File: config.mk
export PLATFORM = sky130hd
export DESIGN_NAME = obspl_front
export DESIGN_NICKNAME = d
export VERILOG_FILES = /design/src/rtl/core/assert_macros.svh /design/src/rtl/core/obspl_pkg.sv /design/src/rtl/core/obspl_front.sv
export SDC_FILE = /design/constraint.sdc
export NUM_CORES = 1
export LEC_CHECK = 0
export BUFFER_PORTS_ARGS = -buffer_cell sky130_fd_sc_hd__buf_2
export CORE_MARGIN = 4
export CORE_UTILIZATION = 35
export CTS_CLUSTER_DIAMETER = 50
export DETAILED_ROUTE_END_ITERATION = 7
export PLACE_DENSITY = 0.7
export SYNTH_ARGS = -nofsm -noshare
export SYNTH_HDL_FRONTEND = slang
export SYNTH_SLANG_ARGS = --single-unit
File: constraint.sdc
create_clock -name clk -period 8.9 [get_ports clk]
set_input_delay 0.445 -clock clk [delete_from_list [all_inputs] [get_ports clk]]
set_output_delay 0.445 -clock clk [all_outputs]
set_load 0.02 [all_outputs]
File: src/rtl/core/assert_macros.svh
// Assertion helpers for the RTL files; obspl_back is the one that includes them.
`ifndef ASSERT_MACROS_SVH
`define ASSERT_MACROS_SVH

// Checked on every rising edge outside reset.
`define ASSERT_AT(lbl, clk, rst, prop, msg) \
  lbl: assert property (@(posedge clk) disable iff (rst) (prop)) else $error(msg);

// Checked on every rising edge, reset included.
`define ASSERT_ALWAYS(lbl, clk, prop, msg) \
  lbl: assert property (@(posedge clk) (prop)) else $error(msg);

`endif

File: src/rtl/core/obspl_pkg.sv
`default_nettype none
package obspl_pkg;

  localparam int HANDLE_W = 10;
  localparam int TICK_PW  = 12;
  localparam int QTY_W    = 32;
  localparam int TOT_W    = 42;
  localparam int PRIO_W   = 32;
  localparam int BPW      = 64;

  localparam logic [TOT_W-1:0] TOTAL_MAX = {TOT_W{1'b1}};

  localparam logic [1:0] OP_ADD    = 2'd0;
  localparam logic [1:0] OP_FILL   = 2'd1;
  localparam logic [1:0] OP_REMOVE = 2'd2;

  localparam logic [2:0] STS_OK         = 3'd0;
  localparam logic [2:0] STS_BAD_TICK   = 3'd1;
  localparam logic [2:0] STS_NOT_IN     = 3'd2;
  localparam logic [2:0] STS_FILL_LARGE = 3'd3;
  localparam logic [2:0] STS_POOL_FULL  = 3'd4;

  typedef struct packed {
    logic [1:0]          opcode;
    logic [TICK_PW-1:0]  price_tick;
    logic [HANDLE_W-1:0] order_handle;
    logic [31:0]         owner_ident;
    logic [63:0]         owner_order_ref;
    logic [63:0]         venue_order_ref;
    logic [QTY_W-1:0]    quantity;
  } in_item_t;

  typedef struct packed {
    logic [2:0]          status;
    logic [HANDLE_W-1:0] result_handle;
    logic [PRIO_W-1:0]   order_priority;
    logic [QTY_W-1:0]    order_remaining;
    logic [TOT_W-1:0]    level_total;
    logic                best_valid;
    logic [TICK_PW-1:0]  best_tick;
  } out_item_t;

  typedef enum logic [2:0] {
    K_ADD, K_FILL, K_REMOVE, K_NOP, K_BAD_TICK, K_BAD_HANDLE
  } cmd_kind_t;

  typedef struct packed {
    cmd_kind_t           kind;
    logic [TICK_PW-1:0]  tick;
    logic [HANDLE_W-1:0] handle;
    logic [QTY_W-1:0]    qty;
  } q_entry_t;

  typedef struct packed {
    logic     valid;
    q_entry_t entry;
  } q_port_t;

  typedef struct packed {
    logic pop;
    logic clearing;
  } back_ctl_t;

  typedef struct packed {
    logic               inbook;
    logic [TICK_PW-1:0] tick;
    logic [QTY_W-1:0]   rem;
    logic [PRIO_W-1:0]  prio;
  } node_info_t;

  typedef enum logic [3:0] {
    ST_CLEAR, ST_IDLE, ST_DECODE, ST_ADD_LINK, ST_ADD_TAIL, ST_FILL_CHECK,
    ST_FILL_LEVEL, ST_REM_CHECK, ST_REM_LEVEL, ST_BEST_READ, ST_BEST_SCAN
  } back_state_t;

  // Index of the highest set bit, zero for an empty word.
  function automatic logic [5:0] hi_bit(input logic [BPW-1:0] w);
    logic [5:0] idx;
    idx = '0;
    for (int i = 0; i < BPW; i++) begin
      if (w[i]) idx = 6'(i);
    end
    return idx;
  endfunction

  // Index of the lowest set bit, 63 for an empty word.
  function automatic logic [5:0] lo_bit(input logic [BPW-1:0] w);
    logic [5:0] idx;
    idx = 6'(BPW - 1);
    for (int i = BPW - 1; i >= 0; i--) begin
      if (w[i]) idx = 6'(i);
    end
    return idx;
  endfunction

endpackage
`default_nettype wire

File: src/rtl/core/obspl_front.sv
`default_nettype none
module obspl_front
  import obspl_pkg::*;
#(
  parameter int TICK_COUNT = 4096,
  parameter int POOL_SLOTS = 1024
) (
  input  wire logic      clk,
  input  wire logic      rst,
  input  wire logic      start,
  output logic           busy,
  input  wire in_item_t  cmd,
  input  wire back_ctl_t ctl,
  output q_port_t        q
);

  localparam int QDEPTH = 2;

  q_entry_t   slots [QDEPTH];
  logic       wr_ptr, rd_ptr;
  logic [1:0] count;
  q_entry_t   entry;
  logic       push, pop;

  // Classify the command so the back end can tell legal work from bad ticks, bad handles and the unused opcode.
  always_comb begin
    entry.tick   = cmd.price_tick;
    entry.handle = cmd.order_handle;
    entry.qty    = cmd.quantity;
    case (cmd.opcode)
      OP_ADD:    entry.kind = (int'(cmd.price_tick) >= TICK_COUNT) ? K_BAD_TICK : K_ADD;
      OP_FILL:   entry.kind = (int'(cmd.order_handle) >= POOL_SLOTS) ? K_BAD_HANDLE : K_FILL;
      OP_REMOVE: entry.kind = (int'(cmd.order_handle) >= POOL_SLOTS) ? K_BAD_HANDLE : K_REMOVE;
      default:   entry.kind = K_NOP;
    endcase
  end

  assign busy    = (count == 2'(QDEPTH)) || ctl.clearing;
  assign push    = start && !busy;
  assign pop     = ctl.pop && (count != 2'd0);
  assign q.valid = (count != 2'd0);
  assign q.entry = slots[rd_ptr];

  always_ff @(posedge clk) begin
    if (push) slots[wr_ptr] <= entry;
  end

  always_ff @(posedge clk) begin
    if (rst) begin
      wr_ptr <= 1'b0;
      rd_ptr <= 1'b0;
      count  <= 2'd0;
    end else begin
      if (push) wr_ptr <= ~wr_ptr;
      if (pop) rd_ptr <= ~rd_ptr;
      count <= count + 2'(push) - 2'(pop);
    end
  end

endmodule
`default_nettype wire

---- After elaboration in Yosys (flattened, before gate mapping) ----
Memories as Yosys holds them, arrays and structs flattened. A register that Yosys moved wholly into a read port is not among the register bits.
Cells that the tools add are included.
storage, ports and cells
  flip-flop bits (word level) ............. 4
  bits in writable memories ............... 112
  bits of input ports ..................... 221
  output and inout bits ................... 59
  word-level logic and storage cells ...... 22
  memories ................................ 1
cells by class
  add/sub/neg operators ................... 2
  eq/ne operators ......................... 3
  mux-type cells .......................... 5
  bitwise gates (word level) .............. 2
  reduce and logical (&&, ||, !) cells .... 6
memory list
  name   depth  bits a word  read ports  clocked after Yosys merged registers in  wr ports  line               text
  slots  2      56           1           1                                        1         obspl_front.sv:19  q_entry_t slots [QDEPTH];
operators by type and width
  cell                                           number
  one-hot mux 2 bit (3 select lines)             1
  == test 2 bit, second input constant           2
  two-way mux 1 bit                              4
  adder 2 x 1 -> 2 bit                           1
  == test 2 x 1 -> 1 bit, second input constant  1
  logical AND 1 bit                              2
  zero test 2 bit                                1
  NOT 1 bit                                      2
  nonzero test 2 bit                             1
  subtractor 2 x 1 -> 2 bit                      1
  zero test 1 bit                                1
  logical OR 1 bit                               1

---- Logic depth before layout (Yosys ltp) ----
  depth in word-level cells ............... 6
  mapped depth ............................ 8
  mapped depth without buffers ............ 8

---- Worst setup path before layout ----
No wires, ideal clock.
  path type ............................... input -> register
  start point ............................. input ctl[0] in the netlist's numbering
  end point ............................... memory slots[0][0] in the netlist's numbering, enable pin
  setup time .............................. 0.470 ns
  data arrival time ....................... 3.049 ns
  required time ........................... 8.430 ns
  slack ................................... 5.381 ns
  stages on the path ...................... 2
  path buffers ............................ 0
  path through ............................ nand3b_2 > nor2_1
between the ends
  cells in the longest elaborated chain, start to end .. 5
RTL lines
  item                                     line               text
  start, declared                          obspl_front.sv:13  input wire back_ctl_t ctl,
  logical OR 1 bit                         obspl_front.sv:38  assign busy = (count == 2'(QDEPTH)) || ctl.clearing;
  zero test 1 bit                          obspl_front.sv:39  assign push = start && !busy;
  logical AND 1 bit                        obspl_front.sv:39
  two-way mux 1 bit                        obspl_front.sv:45  if (push) slots[wr_ptr] <= entry;
  two-way mux 1 bit (not written as such)  obspl_front.sv:45
  end, declared                            obspl_front.sv:19
Every way passes these cells.

==> impl_metrics.yaml <==
clock_tree:
  clk_path_buf_depth: 2
  cts-resized-gates: 0
  cts_setup_buffers: 0
  clock_sinks: 117
  cts_root_buf: "clkbuf_16"
  worstSkewPairLatency_ns: 0.40
  h-tree-depth: 4
  cts_hold_buf: 0
  clk_pin_slew_ns: 0.05
  cts_tree: "built"
  cts_buffers: 17
power:
  power_mw: 1.709
  p_comb_frac: 0.233
  power_frac_clock: 0.344
  switching_share: 0.2793
  power_leakage_nw: 2.232
  switching_power_uw: 477.3
  p_per_area_mw_per_mm2: 297.0
  max-vdd-ir-drop_uv: 192.6
  seqPwrFrac: 0.424
  internal-power_mw: 1.232
place:
  post-place-ws_ns: 6.389
  gp_congestion: 0.6508
  placed_cell_area_mm2: 0.005235
  portBuffers: 118
  dp.cells: 488
  hpwlAfterDp_mm: 5.288
worst_setup_path:
  reg2reg_depth: 4
  crit_fanout: 56
  critical_path.top_delay_family: "flip-flops"
  r2r_start: "count[0]"
  cp-end-kind: "output port"
  max_stage_delay_ns: 0.98
  required_ns: 8.46
  critical_path_arrival_ns: 2.02
  critPathSlowestCell: "dfxtp_4"
  endpoint: "q[1]"
  cp.depth: 2
  path_buf_inv: 1
  timing.rr.end: "slots[1][32]"
  crit_chain: "mux2_2 -> buf_2"
  crit_type: "reg -> out"
  cp-start-kind: "flop"
  rrSetupSlack_ns: 6.59
sta:
  tightest_slew_ns: 0.9784
  tns_ns: 0
  fin_crit_sh: 0.2769
  hold_violations: 0
  fmax_mhz: 405.8
  setup_ws_ns: 6.436
  setup_violations: 0
  whs_ns: 0.2289
  finalClockSkew_ns: 0.004685
  layout_min_cycle_time_ns: 2.464
  timing.final.max_slew_violations: 0
  rsz0062_at_grt: "no"
  slew-limit-headroom: 0.3477
logic_synthesis:
  yosysMostFrequentCell: "edfxtp_1"
  ys_top_cells_by_count: "112 x edfxtp_1, 41 x mux2_4, 16 x mux2_2"
  synthCells: 205
  synth_edf_count: 112
  async_reset_ff_frac: 0
  avgSynthCellArea_um2: 21.81
  yosys_warnings: 0
  yosys.area.top_type: "edfxtp_1"
  synth_ff_type: "edfxtp_1"
  syn-num-nets: 428
  yosysTopAreaCellShare: 0.7521
  netlist_area_mm2: 0.004472
  synth-seq-area-share: 0.7745
  ys_ff_latch: 117
  yosysUniqueCellTypes: 22
  synthTopCellsByArea: "edfxtp_1 75%, mux2_4 14%, mux2_2 4.0%"
route:
  wirelength_mm: 7.901
  vias_per_cell: 4.306
  dr.pass1.iters: 4
  antenna_left: 0
  drt-wirelength-per-cell_um: 15.22
  dr.first_iter.drc_count: 86
  drc_errors: 0
  num_vias: 2235
layout:
  syn2layout_area_growth_pct: 28.71
  post-route-util: 0.4579
  fin_cells: 519
  ff_latch_area_mm2: 0.003467
  layout-drive-gt1-share: 0.6023
  fin_area_mm2: 0.005756
  multi_input_area_um2: 939.7
  final_nets: 558
  diodes: 0
  fill_cells: 1077
die:
  die_x_um: 121.0
  start_util: 0.3558
  fp-row-count: 41
  die_h_um: 121.0
  core_mm2: 0.01257
  io-pin-count: 280
  die-area_mm2: 0.01465
global_route:
  grt-ovfl-total: 0
  grt_use_total: 0.1098
  antenna_found_initial: 0
  grt_max_degree: 57
  grt_pass1_vias: 2266
  grt_first_pass_wirelength_mm: 11.76
run:
  drv_cap: 0
status:
  status: "finished, final reports clean"
min_path:
  min_path_type: "in -> reg"
-- layout by cell type, fill, tap and decap left out --
cell type / instances
buf_2: 118
edfxtp_1: 112
mux2_4: 41
clkbuf_16: 17
mux2_2: 16
clkinv_2: 7
nor2_1: 5
clkinv_1: 4
dfxtp_1: 4
inv_1: 2
nor2_4: 2
ha_1: 2
clkinvlp_4: 2
buf_4: 2
o21a_1: 1
nand2b_1: 1
nand3b_2: 1
or2b_1: 1
or2_2: 1
nor2b_1: 1
xnor2_1: 1
xor2_1: 1
and2_1: 1
nor3_1: 1
dfxtp_4: 1
conb_1: 1
bufinv_16: 1
-- sequential cells by signal, indices dropped and copies added (netlist names), named ones only --
register  count
wr_ptr        1
rd_ptr        1
slots       112
count         2
-- area by class of cell --
cell class,count,area share
clock buffers,17,0.07391
inverters,2,0.001304
clock inverters,14,0.01652
well taps,172,0.03739
multi-input cells,77,0.1633
flip-flops and latches,117,0.6024
repair buffers,120,0.1052
-- power by group through the flow --
stage                     clock network (mW)  registers (mW)  logic, mW
after floorplan                            0           0.683      0.344
after global placement                     0           0.735      0.401
after detailed placement                   0           0.739      0.403
after CTS                              0.604           0.728      0.405
after global routing                   0.635           0.733      0.425
final                                  0.587           0.725      0.397
-- per-layer routing --
metal,wire length (um),track usage,share of wire
met1,3247,0.1324,0.41
met2,3824,0.1667,0.48
met3,734,0.05874,0.093
met4,95,0.04037,0.012
met5,0,0,0
-- logic make-up (layout without fill, tap and decap cells) --
group,count (synthesis),count (layout),share of synthesized area
flops,117,117,0.7745
mux,57,57,0.1780
simple gates,14,14,0.01679
buf+inv,11,153,0.01875
fa+ha+maj,2,2,0.005595
xor+xnor,2,2,0.003918
other cells,1,1,0.0008386
compound gates,1,1,0.001679
-- how the worst min path moves through the flow --
stage                  start            to  slack, ns  cells past startpoint
floorplan             rd_ptr          flop       0.48                      2
global placement      rd_ptr          flop       0.50                      2
detailed placement    rd_ptr        rd_ptr       0.51                      2
CTS                  cmd[11]  slots[1][11]       0.21                      1
global route        cmd[207]  slots[0][47]       0.20                      1
finish                cmd[3]   slots[1][3]       0.23                      1
(Power assumes the default switching activity.)
